==> src/rtl/core/rlpm_pkg.sv <==
`default_nettype none
package rlpm_pkg;

  // default sizes handed to the top level
  localparam int MAX_RANGES_DEF  = 16;
  localparam int NUMBER_BITS_DEF = 16;

  // fixed field widths of the item channels
  localparam int QUERY_BITS     = 16;
  localparam int CHAR_BITS      = 8;
  localparam int KIND_BITS      = 2;
  localparam int COUNT_OUT_BITS = 5;
  localparam int DIGIT_BITS     = 4;

  // text constants
  localparam logic [CHAR_BITS-1:0] CHAR_DASH = 8'h2D;
  localparam logic [CHAR_BITS-1:0] CHAR_ZERO = 8'h30;
  localparam logic [CHAR_BITS-1:0] CHAR_NINE = 8'h39;
  localparam int                   DEC_RADIX = 10;
  localparam int                   OPEN_STOP = 9999;

  // item kinds
  typedef enum logic [KIND_BITS-1:0] {
    KIND_TEXT  = 2'd0,
    KIND_END   = 2'd1,
    KIND_QUERY = 2'd2,
    KIND_NOP   = 2'd3
  } kind_t;

  // operations of the shared arithmetic unit
  typedef enum logic [1:0] {
    ALU_IDLE  = 2'b00,
    ALU_MAC   = 2'b01,
    ALU_RANGE = 2'b10
  } alu_op_t;

  // sequencer states
  typedef enum logic [4:0] {
    ST_IDLE   = 5'b00001,
    ST_DECODE = 5'b00010,
    ST_FIN    = 5'b00100,
    ST_WALK   = 5'b01000,
    ST_OUT    = 5'b10000
  } state_t;

  // parser phases
  typedef enum logic [2:0] {
    PH_START  = 3'b001,
    PH_FIRST  = 3'b010,
    PH_SECOND = 3'b100
  } phase_t;

endpackage
`default_nettype wire

==> src/rtl/core/rlpm_ram.sv <==
`default_nettype none
module rlpm_ram #(
  parameter int WIDTH = 32,
  parameter int DEPTH = 16
) (
  input  wire logic                                         clk,
  input  wire logic                                         wr_en,
  input  wire logic [((DEPTH > 1) ? $clog2(DEPTH) : 1)-1:0] wr_addr,
  input  wire logic [WIDTH-1:0]                             wr_data,
  input  wire logic [((DEPTH > 1) ? $clog2(DEPTH) : 1)-1:0] rd_addr,
  output      logic [WIDTH-1:0]                             rd_data
);

  logic [WIDTH-1:0] mem [DEPTH];

  // one write port, registered read
  always_ff @(posedge clk) begin
    if (wr_en) begin
      mem[wr_addr] <= wr_data;
    end
    rd_data <= mem[rd_addr];
  end

endmodule
`default_nettype wire

==> src/rtl/core/rlpm_alu.sv <==
`default_nettype none
module rlpm_alu #(
  parameter int NUMBER_BITS = rlpm_pkg::NUMBER_BITS_DEF,
  parameter int CMP_W       = 16
) (
  input  wire rlpm_pkg::alu_op_t                   op,
  input  wire logic [NUMBER_BITS-1:0]              mac_acc,
  input  wire logic [rlpm_pkg::DIGIT_BITS-1:0]     mac_digit,
  input  wire logic [CMP_W-1:0]                    cmp_lo,
  input  wire logic [CMP_W-1:0]                    cmp_x,
  input  wire logic [CMP_W-1:0]                    cmp_hi,
  output      logic [NUMBER_BITS-1:0]              mac_res,
  output      logic                                in_range
);

  localparam int WW = NUMBER_BITS + 4;

  logic [WW-1:0] wide;

  always_comb begin
    wide     = '0;
    mac_res  = '0;
    in_range = 1'b0;
    case (op)
      // acc * 10 + digit, saturating at the field maximum
      rlpm_pkg::ALU_MAC: begin
        wide = WW'(mac_acc) * WW'(rlpm_pkg::DEC_RADIX) + WW'(mac_digit);
        if (wide[WW-1:NUMBER_BITS] != '0) begin
          mac_res = '1;
        end else begin
          mac_res = wide[NUMBER_BITS-1:0];
        end
      end
      // lo <= x <= hi
      rlpm_pkg::ALU_RANGE: begin
        in_range = (cmp_lo <= cmp_x) && (cmp_x <= cmp_hi);
      end
      default: begin
        in_range = 1'b0;
      end
    endcase
  end

endmodule
`default_nettype wire

==> src/rtl/core/range_list_parse_and_match_core.sv <==
`default_nettype none
// channel   direction  handshake              payload
// in_       slave      in_tvalid / in_tready  tuser kind, tdata char + query number
// out_      master     out_tvalid / out_tready tdata included, range_error, ranges_stored
//
// one item at a time: in_tready is high only while the sequencer is idle
// text and end-of-list items give a result after decode, and for a finished range
// after one range check and table write through the shared unit
// a query walks the table one pair a cycle through the shared compare unit,
// stopping at the first hit; an empty table answers from decode without a walk
// the result holds on out_tdata until out_tready, then the sequencer returns to idle
// rst_n (synchronous) empties the table and returns the parser to range start
module range_list_parse_and_match_core #(
  parameter int MAX_RANGES  = rlpm_pkg::MAX_RANGES_DEF,
  parameter int NUMBER_BITS = rlpm_pkg::NUMBER_BITS_DEF
) (
  input  wire logic        clk,
  input  wire logic        rst_n,
  input  wire logic        in_tvalid,
  output      logic        in_tready,
  // [7:0] text_char, [23:8] query_number
  input  wire logic [23:0] in_tdata,
  // [1:0] kind
  input  wire logic [1:0]  in_tuser,
  output      logic        out_tvalid,
  input  wire logic        out_tready,
  // [0] included, [1] range_error, [6:2] ranges_stored, [7] zero
  output      logic [7:0]  out_tdata
);

  localparam int IDX_W = (MAX_RANGES > 1) ? $clog2(MAX_RANGES) : 1;
  localparam int CNT_W = $clog2(MAX_RANGES + 1);
  localparam int CMP_W = (NUMBER_BITS > rlpm_pkg::QUERY_BITS) ? NUMBER_BITS
                                                               : rlpm_pkg::QUERY_BITS;
  localparam logic [NUMBER_BITS-1:0] NUM_MAX = '1;
  localparam logic [NUMBER_BITS-1:0] OPEN_STOP_V =
    (64'(rlpm_pkg::OPEN_STOP) > ((64'd1 << NUMBER_BITS) - 64'd1)) ? NUM_MAX
                                                                   : NUMBER_BITS'(rlpm_pkg::OPEN_STOP);

  rlpm_pkg::state_t state_r, state_nxt;
  rlpm_pkg::phase_t phase_r, phase_nxt;
  rlpm_pkg::kind_t  kind_r, kind_nxt;

  logic [rlpm_pkg::CHAR_BITS-1:0]  ch_r, ch_nxt;
  logic [rlpm_pkg::QUERY_BITS-1:0] q_r, q_nxt;
  logic [NUMBER_BITS-1:0]          acc_r, acc_nxt;
  logic [NUMBER_BITS-1:0]          pend_r, pend_nxt;
  logic                            seen_r, seen_nxt;
  logic [NUMBER_BITS-1:0]          fin_start_r, fin_start_nxt;
  logic [NUMBER_BITS-1:0]          fin_stop_r, fin_stop_nxt;
  logic [CNT_W-1:0]                count_r, count_nxt;
  logic [IDX_W-1:0]                chk_idx_r, chk_idx_nxt;
  logic                            inc_r, inc_nxt;
  logic                            err_r, err_nxt;

  // shared unit hookup
  rlpm_pkg::alu_op_t                 alu_op;
  logic [NUMBER_BITS-1:0]            alu_acc;
  logic [rlpm_pkg::DIGIT_BITS-1:0]   alu_digit;
  logic [CMP_W-1:0]                  alu_lo, alu_x, alu_hi;
  logic [NUMBER_BITS-1:0]            alu_mac;
  logic                              alu_in_range;

  // table port
  logic                       ram_we;
  logic [IDX_W-1:0]           ram_waddr, ram_raddr;
  logic [2*NUMBER_BITS-1:0]   ram_wdata, ram_rdata;

  logic                       is_digit;
  logic [rlpm_pkg::CHAR_BITS-1:0] dig_full;

  assign in_tready  = (state_r == rlpm_pkg::ST_IDLE);
  assign out_tvalid = (state_r == rlpm_pkg::ST_OUT);
  assign out_tdata  = {1'b0, rlpm_pkg::COUNT_OUT_BITS'(count_r), err_r, inc_r};

  assign is_digit  = (ch_r >= rlpm_pkg::CHAR_ZERO) && (ch_r <= rlpm_pkg::CHAR_NINE);
  assign dig_full  = ch_r - rlpm_pkg::CHAR_ZERO;
  assign alu_digit = dig_full[rlpm_pkg::DIGIT_BITS-1:0];
  assign ram_wdata = {fin_stop_r, fin_start_r};
  assign ram_waddr = count_r[IDX_W-1:0];

  rlpm_ram #(
    .WIDTH (2 * NUMBER_BITS),
    .DEPTH (MAX_RANGES)
  ) u_table (
    .clk     (clk),
    .wr_en   (ram_we),
    .wr_addr (ram_waddr),
    .wr_data (ram_wdata),
    .rd_addr (ram_raddr),
    .rd_data (ram_rdata)
  );

  rlpm_alu #(
    .NUMBER_BITS (NUMBER_BITS),
    .CMP_W       (CMP_W)
  ) u_alu (
    .op        (alu_op),
    .mac_acc   (alu_acc),
    .mac_digit (alu_digit),
    .cmp_lo    (alu_lo),
    .cmp_x     (alu_x),
    .cmp_hi    (alu_hi),
    .mac_res   (alu_mac),
    .in_range  (alu_in_range)
  );

  // sequencer and parser
  always_comb begin
    state_nxt     = state_r;
    phase_nxt     = phase_r;
    kind_nxt      = kind_r;
    ch_nxt        = ch_r;
    q_nxt         = q_r;
    acc_nxt       = acc_r;
    pend_nxt      = pend_r;
    seen_nxt      = seen_r;
    fin_start_nxt = fin_start_r;
    fin_stop_nxt  = fin_stop_r;
    count_nxt     = count_r;
    chk_idx_nxt   = chk_idx_r;
    inc_nxt       = inc_r;
    err_nxt       = err_r;
    alu_op        = rlpm_pkg::ALU_IDLE;
    alu_acc       = acc_r;
    alu_lo        = '0;
    alu_x         = '0;
    alu_hi        = '0;
    ram_we        = 1'b0;
    ram_raddr     = '0;

    case (state_r)
      // take one item
      rlpm_pkg::ST_IDLE: begin
        if (in_tvalid) begin
          kind_nxt  = rlpm_pkg::kind_t'(in_tuser);
          ch_nxt    = in_tdata[7:0];
          q_nxt     = in_tdata[23:8];
          inc_nxt   = 1'b0;
          err_nxt   = 1'b0;
          state_nxt = rlpm_pkg::ST_DECODE;
        end
      end

      // classify the item, accumulate digits, stage a finished range or start a query walk
      rlpm_pkg::ST_DECODE: begin
        state_nxt = rlpm_pkg::ST_OUT;
        case (kind_r)
          rlpm_pkg::KIND_TEXT: begin
            if (is_digit) begin
              alu_op  = rlpm_pkg::ALU_MAC;
              alu_acc = (phase_r == rlpm_pkg::PH_START) ? '0 : acc_r;
              acc_nxt = alu_mac;
              if (phase_r == rlpm_pkg::PH_START) begin
                phase_nxt = rlpm_pkg::PH_FIRST;
              end
              if (phase_r == rlpm_pkg::PH_SECOND) begin
                seen_nxt = 1'b1;
              end
            end else if (ch_r == rlpm_pkg::CHAR_DASH && phase_r != rlpm_pkg::PH_SECOND) begin
              pend_nxt  = (phase_r == rlpm_pkg::PH_FIRST) ? acc_r : '0;
              acc_nxt   = '0;
              seen_nxt  = 1'b0;
              phase_nxt = rlpm_pkg::PH_SECOND;
            end else begin
              // separator ends the range; at range start it stores 0-0
              state_nxt = rlpm_pkg::ST_FIN;
              if (phase_r == rlpm_pkg::PH_SECOND) begin
                fin_start_nxt = pend_r;
                fin_stop_nxt  = seen_r ? acc_r : OPEN_STOP_V;
              end else if (phase_r == rlpm_pkg::PH_FIRST) begin
                fin_start_nxt = acc_r;
                fin_stop_nxt  = acc_r;
              end else begin
                fin_start_nxt = '0;
                fin_stop_nxt  = '0;
              end
              phase_nxt = rlpm_pkg::PH_START;
              acc_nxt   = '0;
              pend_nxt  = '0;
              seen_nxt  = 1'b0;
            end
          end
          rlpm_pkg::KIND_END: begin
            if (phase_r == rlpm_pkg::PH_SECOND) begin
              fin_start_nxt = pend_r;
              fin_stop_nxt  = seen_r ? acc_r : OPEN_STOP_V;
              state_nxt     = rlpm_pkg::ST_FIN;
            end else if (phase_r == rlpm_pkg::PH_FIRST) begin
              fin_start_nxt = acc_r;
              fin_stop_nxt  = acc_r;
              state_nxt     = rlpm_pkg::ST_FIN;
            end
            phase_nxt = rlpm_pkg::PH_START;
            acc_nxt   = '0;
            pend_nxt  = '0;
            seen_nxt  = 1'b0;
          end
          rlpm_pkg::KIND_QUERY: begin
            if (count_r == '0) begin
              inc_nxt = 1'b1;
            end else begin
              ram_raddr   = '0;
              chk_idx_nxt = '0;
              state_nxt   = rlpm_pkg::ST_WALK;
            end
          end
          default: begin
            state_nxt = rlpm_pkg::ST_OUT;
          end
        endcase
      end

      // order check and table write of a finished range
      rlpm_pkg::ST_FIN: begin
        alu_op    = rlpm_pkg::ALU_RANGE;
        alu_lo    = CMP_W'(fin_start_r);
        alu_x     = CMP_W'(fin_stop_r);
        alu_hi    = CMP_W'(NUM_MAX);
        err_nxt   = !alu_in_range;
        if (alu_in_range && (count_r < CNT_W'(MAX_RANGES))) begin
          ram_we    = 1'b1;
          count_nxt = count_r + 1'b1;
        end
        state_nxt = rlpm_pkg::ST_OUT;
      end

      // one stored pair per cycle against the query number
      rlpm_pkg::ST_WALK: begin
        alu_op = rlpm_pkg::ALU_RANGE;
        alu_lo = CMP_W'(ram_rdata[NUMBER_BITS-1:0]);
        alu_x  = CMP_W'(q_r);
        alu_hi = CMP_W'(ram_rdata[2*NUMBER_BITS-1:NUMBER_BITS]);
        if (alu_in_range) begin
          inc_nxt   = 1'b1;
          state_nxt = rlpm_pkg::ST_OUT;
        end else if (CNT_W'(chk_idx_r) == count_r - 1'b1) begin
          state_nxt = rlpm_pkg::ST_OUT;
        end else begin
          chk_idx_nxt = chk_idx_r + 1'b1;
          ram_raddr   = chk_idx_r + 1'b1;
        end
      end

      // hold the result until taken
      rlpm_pkg::ST_OUT: begin
        if (out_tready) begin
          state_nxt = rlpm_pkg::ST_IDLE;
        end
      end

      default: begin
        state_nxt = rlpm_pkg::ST_IDLE;
      end
    endcase
  end

  // control state
  always_ff @(posedge clk) begin
    if (!rst_n) begin
      state_r   <= rlpm_pkg::ST_IDLE;
      phase_r   <= rlpm_pkg::PH_START;
      acc_r     <= '0;
      pend_r    <= '0;
      seen_r    <= 1'b0;
      count_r   <= '0;
    end else begin
      state_r   <= state_nxt;
      phase_r   <= phase_nxt;
      acc_r     <= acc_nxt;
      pend_r    <= pend_nxt;
      seen_r    <= seen_nxt;
      count_r   <= count_nxt;
    end
  end

  // payload
  always_ff @(posedge clk) begin
    kind_r      <= kind_nxt;
    ch_r        <= ch_nxt;
    q_r         <= q_nxt;
    fin_start_r <= fin_start_nxt;
    fin_stop_r  <= fin_stop_nxt;
    chk_idx_r   <= chk_idx_nxt;
    inc_r       <= inc_nxt;
    err_r       <= err_nxt;
  end

  // checks
  a_one_side: assert property (@(posedge clk) disable iff (!rst_n)
    !(in_tready && out_tvalid))
    else $error("input ready while a result is pending");

  a_count_cap: assert property (@(posedge clk) disable iff (!rst_n)
    count_r <= CNT_W'(MAX_RANGES))
    else $error("pair count beyond table depth");

  a_count_step: assert property (@(posedge clk) disable iff (!rst_n)
    $past(rst_n) && (count_r != $past(count_r)) |-> (count_r == $past(count_r) + 1'b1))
    else $error("pair count moved by more than one");

  a_empty_hit: assert property (@(posedge clk) disable iff (!rst_n)
    out_tvalid && (kind_r == rlpm_pkg::KIND_QUERY) && (count_r == '0) |-> inc_r)
    else $error("query on empty table not included");

  a_err_kind: assert property (@(posedge clk) disable iff (!rst_n)
    out_tvalid && err_r |-> (kind_r == rlpm_pkg::KIND_TEXT) || (kind_r == rlpm_pkg::KIND_END))
    else $error("range error on an item that closes no range");

endmodule
`default_nettype wire
==> config.mk <==
export PLATFORM = sky130hd
export DESIGN_NAME = range_list_parse_and_match_core
export DESIGN_NICKNAME = d
export VERILOG_FILES = /design/src/rtl/core/rlpm_pkg.sv /design/src/rtl/core/rlpm_ram.sv /design/src/rtl/core/rlpm_alu.sv /design/src/rtl/core/range_list_parse_and_match_core.sv
export SDC_FILE = /design/constraint.sdc
export NUM_CORES = 1
export LEC_CHECK = 0
export BUFFER_PORTS_ARGS = -buffer_cell sky130_fd_sc_hd__buf_2
export CAP_MARGIN = 25
export CORE_MARGIN = 2
export CORE_UTILIZATION = 57
export CTS_CLUSTER_SIZE = 16
export DETAILED_ROUTE_END_ITERATION = 16
export PLACE_DENSITY = 0.83
export SETUP_SLACK_MARGIN = 0.15
export SLEW_MARGIN = 20
export SYNTH_ARGS = -nofsm -noshare
export SYNTH_HDL_FRONTEND = slang
export SYNTH_SLANG_ARGS = --single-unit
==> constraint.sdc <==
create_clock -name clk -period 5.6 [get_ports clk]
set_input_delay 0.56 -clock clk [delete_from_list [all_inputs] [get_ports clk]]
set_output_delay 0.56 -clock clk [all_outputs]
set_load 0.02 [all_outputs]
==> results.sh, run 1 <==
export IMPL_outcome="completed"
export IMPL_rows=80
export IMPL_vdd_ir_drop_max_v=0.000263
export IMPL_die_h_um=224
export IMPL_period_minus_slack_ns=5.19
export IMPL_worstHoldStart="in_tdata[23]"
export IMPL_worst_pin_slew_ns=1.04
export IMPL_synth_area_top_cells="edfxtp_1, dfxtp_1, nand2_1"
export IMPL_critPathKind="reg2reg"
export IMPL_synth_largest_area_cell="edfxtp_1"
export IMPL_drt_iter0_drc=2496
export IMPL_clkTransAtPathRegs_ns=0.06
export IMPL_firstDrtPassIters=6
export IMPL_final_nets=2217
export IMPL_io_pins=40
export IMPL_fp_dieArea_sq_um=50200
export IMPL_yosysUniqueCellTypes=86
export IMPL_worstHoldPathType="in2reg"
export IMPL_swShare=0.199
export IMPL_fmax_mhz=193
export IMPL_antenna_found_initial=2
export IMPL_p_seq_frac=0.577
export IMPL_dp_cells=2663
export IMPL_drc_errors=0
export IMPL_cap_violations=0
export IMPL_cp_max_fo=35
export IMPL_p_leak_nw=10.5
export IMPL_drive_above_1_share=0.113
export IMPL_htreeDepth=2
export IMPL_power_frac_comb=0.009
export IMPL_finalNonFillerCells=2782
export IMPL_cts_made_buffers=60
export IMPL_rsz0062_at_grt="false"
export IMPL_arrival_ns=5.73
export IMPL_startpoint_type="register"
export IMPL_stdcell_area_sq_um=30700
export IMPL_yosysWarnings=0
export IMPL_fin_tns_setup_ns=0
export IMPL_grt_pass1_wl_um=110000
export IMPL_p_switching_mw=1.83
export IMPL_power_density_nw_per_um2=299
export IMPL_synthArstFlopShare=0
export IMPL_die_w_um=224
export IMPL_synth_seq_cells=654
export IMPL_wl_um=73400
export IMPL_synth_seq_area_share=0.683
export IMPL_required_ns=6.14
export IMPL_io_buffers=38
export IMPL_critPathBufInv=2
export IMPL_timing_final_ws_setup_ns=0.413
export IMPL_critPathSlowestCell="nor3_4"
export IMPL_hold_violations=0
export IMPL_num_vias=18700
export IMPL_worstHoldPathCells=1
export IMPL_internal_power_mw=7.36
export IMPL_synthToLayoutAreaGrowth_pct=11.2
export IMPL_tritoncts="yes"
export IMPL_synth_top_area_share=0.626
export IMPL_hold_buffers=0
export IMPL_cpPeakStageDelay_ns=0.81
export IMPL_timing_rr_start="state_r[3]"
export IMPL_postRouteAntennaNets=0
export IMPL_slew_violations=0
export IMPL_wl_per_cell_um=26.4
export IMPL_clkSinkCount=654
export IMPL_rrSetupSlack_ns=0.41
export IMPL_cts_root_buf="clkbuf_16"
export IMPL_clockPowerShare=0.414
export IMPL_core_sq_um=47700
export IMPL_diodes=0
export IMPL_grt_overflow_total=0
export IMPL_synth_net_count=2181
export IMPL_skew_ns=0.0279
export IMPL_synth_edff_count=576
export IMPL_grtUsageTotal=0.293
export IMPL_hold_path_end="q_r[15]"
export IMPL_via_per_inst=6.73
export IMPL_insertion_delay_ns=0.64
export IMPL_preCtsSetupSlack_ns=0.236
export IMPL_final_cell_mix="edfxtp_1, nand2_1, a21oi_1"
export IMPL_synthCells=2080
export IMPL_grt_pass1_vias=18500
export IMPL_clk_path_buf_depth=3
export IMPL_end_kind="register"
export IMPL_final_common_cell="edfxtp_1"
export IMPL_grt_max_degree=63
export IMPL_max_slew_margin=0.306
export IMPL_synth_ff_type="edfxtp_1"
export IMPL_syn_area_per_cell_sq_um=13.3
export IMPL_reg2reg_depth=15
export IMPL_setup_viol=0
export IMPL_dp_hpwl_um=42800
export IMPL_period_share=0.926
export IMPL_syn_area_sq_um=27600
export IMPL_r2r_end="u_table.rd_data[11]"
export IMPL_dpl_instance_area_sq_um=28800
export IMPL_start_util=0.578
export IMPL_cpLargestDelayFamily="simple AND/OR/NAND/NOR gates"
export IMPL_worstPathCellList="nor2_1 -> and3_2 -> buf_4 -> a22oi_1 -> ha_1 -> nand4_1 -> or3_1 -> a21oi_2 -> a2111oi_4 -> o221a_2 -> nor3_4 -> buf_12 -> a211oi_1 -> a311o_1 -> o22ai_1"
export IMPL_gp_congestion=0.944
[area by class of cell]
class | count | area [sq um]
fill | 3231 | 17000
clock buffer | 84 | 1610
timing repair buffer | 103 | 913
tap | 615 | 769
inverter | 32 | 121
multi-input combinational | 1265 | 8240
clock inverter | 29 | 201
sequential | 654 | 18900
[kinds of logic after synthesis]
| logic type | Yosys count | synth area share |
|---|---|---|
| muxes | 35 | 0.0132 |
| adders and majority gates | 71 | 0.0327 |
| and+or+nand+nor | 551 | 0.0962 |
| buffers and inverters | 161 | 0.0249 |
| AOI/OAI and AO/OA | 576 | 0.140 |
| xor gates and xnor gates | 31 | 0.00983 |
| DFF | 654 | 0.683 |
| other | 1 | 0.000136 |
[repair_timing]
| item | in CTS | in global routing |
|---|---|---|
| endpoints found under the setup margin | 0 | 16 |
| buffers inserted | 0 | 3 |
| resized for setup | 0 | 4 |
[per-layer routing]
| metal | global-route usage | vias up | part of all wire |
|---|---|---|---|
| li1 | - | 8052 | - |
| met3 | 0.0635 | 290 | 0.11 |
| met4 | 0.147 | 2 | 0.054 |
| met1 | 0.376 | 9083 | 0.36 |
| met5 | 0 | - | 0.00018 |
| met2 | 0.477 | 1282 | 0.47 |
[stage by stage]
step	hold WS [ns]	util	power, mW
6_report	0.102	0.643	9.19
5_1_grt	0.0863	0.643	9.41
4_1_cts	0.0775	0.642	9.21
3_5_place_dp	0.502	0.604	5.48
3_3_place_gp	0.508	0.604	5.48
2_1_floorplan	0.467	-	5.44
[state kept, by name, summed over array words and instances, names as in the netlist]
name / flops
acc_r: 16
ch_r: 8
chk_idx_r: 4
count_r: 5
err_r: 1
fin_start_r: 16
fin_stop_r: 16
inc_r: 1
kind_r: 2
pend_r: 16
phase_r: 3
q_r: 16
seen_r: 1
state_r: 5
u_table.mem: 512
u_table.rd_data: 32
[worst max-delay path by stage]
stage                     from                   to  slack [ns]  cells after the start
detailed placement     ch_r[2]             acc_r[1]        0.24                     19
floorplan           state_r[1]   u_table.mem[15][0]        0.23                     16
finish              state_r[3]  u_table.rd_data[11]        0.41                     15
global route           ch_r[2]            acc_r[13]        0.18                     18
CTS                    ch_r[2]             acc_r[1]        0.23                     19
global placement    state_r[2]            acc_r[13]        0.36                     19
[power groups by stage]
| stage | registers (mW) | logic [mW] | clock network (mW) |
|---|---|---|---|
| finish | 5.30 | 0.0785 | 3.81 |
| global route | 5.30 | 0.0853 | 4.02 |
| CTS | 5.30 | 0.0780 | 3.83 |
| detailed placement | 5.40 | 0.0776 | 0 |
| global placement | 5.40 | 0.0755 | 0 |
| floorplan | 5.39 | 0.0508 | 0 |
[synth_stat cells (all sizes together) (28+ instances only)]
| library cell | n |
|---|---|
| a211oi | 32 |
| a21oi | 166 |
| a22o | 33 |
| a22oi | 47 |
| and2 | 35 |
| buf | 60 |
| clkbuf | 69 |
| dfxtp | 78 |
| edfxtp | 576 |
| ha | 69 |
| inv | 32 |
| nand2 | 240 |
| nand3 | 28 |
| nor2 | 75 |
| nor2b | 30 |
| nor3 | 57 |
| o21ai | 100 |
| o221ai | 34 |
Note: power is estimated with default switching activity, not from simulation.
==> inputs of run 2 (changes only) <==
RECOVER_POWER = 100   (was default)
SKIP_CTS_REPAIR_TIMING = 1   (was default)
==> results.sh, run 2 (synthesis results as in run 1) <==
export IMPL_outcome="finished with violations"
export IMPL_violations="max-capacitance violations, max-slew violations"
export IMPL_timing_final_ws_setup_ns=0.304
export IMPL_startpoint_type="register"
export IMPL_io_pins=40
export IMPL_grtUsageTotal=0.293
export IMPL_worstHoldPathType="in2reg"
export IMPL_io_buffers=38
export IMPL_diodes=0
export IMPL_fmax_mhz=189
export IMPL_drt_iter0_drc=2357
export IMPL_insertion_delay_ns=0.64
export IMPL_end_kind="register"
export IMPL_die_h_um=224
export IMPL_finalNonFillerCells=2782
export IMPL_top_regs="u_table.mem (512), u_table.rd_data (32)"
export IMPL_period_share=0.946
export IMPL_largest_register="u_table.mem"
export IMPL_cts_made_buffers=60
export IMPL_postRouteAntennaNets=0
export IMPL_grt_pass1_wl_um=110000
export IMPL_num_vias=18800
export IMPL_via_per_inst=6.75
export IMPL_power_mw=9.19
export IMPL_final_common_cell="edfxtp_1"
export IMPL_drc_errors=0
export IMPL_firstDrtPassIters=6
export IMPL_grt_max_degree=63
export IMPL_nFillCells=3269
export IMPL_crit_start="state_r[1]"
export IMPL_clk_path_buf_depth=3
export IMPL_tritoncts="yes"
export IMPL_preCtsSetupSlack_ns=0.236
export IMPL_finish_utilization=0.639
export IMPL_final_cell_mix="edfxtp_1, nand2_1, a21oi_1"
export IMPL_drive_above_1_share=0.102
export IMPL_clkSinkCount=654
export IMPL_slew_violations=132
export IMPL_final_nets=2217
export IMPL_cts_root_buf="clkbuf_16"
export IMPL_wl_per_cell_um=26.4
export IMPL_dp_hpwl_um=42800
export IMPL_synthToLayoutAreaGrowth_pct=10.6
export IMPL_dp_cells=2663
export IMPL_vdd_ir_drop_max_v=0.000263
export IMPL_power_density_nw_per_um2=301
export IMPL_cap_violations=3
export IMPL_critPathKind="reg2reg"
export IMPL_core_sq_um=47700
export IMPL_largest_reg_flops=512
export IMPL_grt_overflow_total=0
export IMPL_worst_pin_slew_ns=2.55
export IMPL_skew_ns=0.0273
export IMPL_hold_violations=0
export IMPL_start_util=0.578
export IMPL_clkTransAtPathRegs_ns=0.06
export IMPL_rows=80
export IMPL_fin_tns_setup_ns=0
export IMPL_rsz0062_at_grt="false"
export IMPL_p_leak_nw=10.4
export IMPL_max_slew_margin=-0.702
export IMPL_antenna_found_initial=2
export IMPL_grt_pass1_vias=18500
export IMPL_htreeDepth=2
export IMPL_gp_congestion=0.944
export IMPL_timing_rr_start="state_r[1]"
export IMPL_wl_um=73500
export IMPL_arrival_ns=5.80
export IMPL_setup_viol=0
export IMPL_die_w_um=224
export IMPL_fp_dieArea_sq_um=50200
export IMPL_period_minus_slack_ns=5.30
export IMPL_worstHoldStart="in_tdata[2]"
export IMPL_required_ns=6.11
export IMPL_cp_max_fo=30
==> run 2: cell count changes in the layout (fill, tap and decap cells not counted), sizes merged <==
cell and delta:
buf -27, clkbuf +27
==> run 2: cell type report <==
class	instances	area (sq um)	share of cell area
flip-flops and latches	654	18900	0.618
inverters	32	121	0.00398
repair buffers	103	748	0.0245
well taps	615	769	0.0252
clock inverters	29	201	0.00660
clock buffers	84	1610	0.0528
multi-input cells	1265	8220	0.269
==> run 2: path summary, 6_finish.rpt <==
check | slack [ns] | cells after the start | to
worst max-delay path | 0.30 | 16 | u_table.rd_data[29]
worst min-delay path | 0.10 | 1 | ch_r[2]
worst max register to register | 0.30 | 16 | u_table.rd_data[29]
worst min register to register | 0.52 | 2 | acc_r[0]
==> run 2: critical path, cell delays in order (launching register included) <==
cell       delay, ns
dfxtp_1         0.37
nor2_1          0.16
and3_2          0.61
buf_4           0.34
a22oi_1         0.15
ha_1            0.36
nand4_1         0.11
or3_1           0.36
a21oi_2         0.18
a2111oi_4       0.06
o221ai_4        0.27
clkbuf_1        0.37
nand3_2         0.75
buf_4           0.52
o31a_1          0.15
and3_1          0.19
o21bai_1        0.16
==> run 2: per-layer routing <==
layer / global-route usage / part of all wire / up-vias
met2: 0.477 / 0.47 / 1256
met1: 0.376 / 0.37 / 9172
met5: 0 / 0.00018 / -
met3: 0.0635 / 0.11 / 286
li1: - / - / 8049
met4: 0.147 / 0.052 / 2
==> run 2: power by group <==
group / switching [mW] / internal [mW] / leakage, nW
Clock: 1.75 / 2.06 / 0.870
Combinational: 0.0505 / 0.0252 / 3.69
Sequential: 0.0309 / 5.27 / 5.88
Total: 1.83 / 7.36 / 10.4
==> run 2: through the flow <==
| stage | hold slack, ns | instance area (sq um) |
|---|---|---|
| 6_report | 0.100 | 30500 |
| 5_1_grt | 0.0863 | 30500 |
| 4_1_cts | 0.0775 | 30700 |
| 3_5_place_dp | 0.502 | 28800 |
| 3_3_place_gp | 0.508 | 28800 |
| 2_1_floorplan | 0.467 | 27600 |
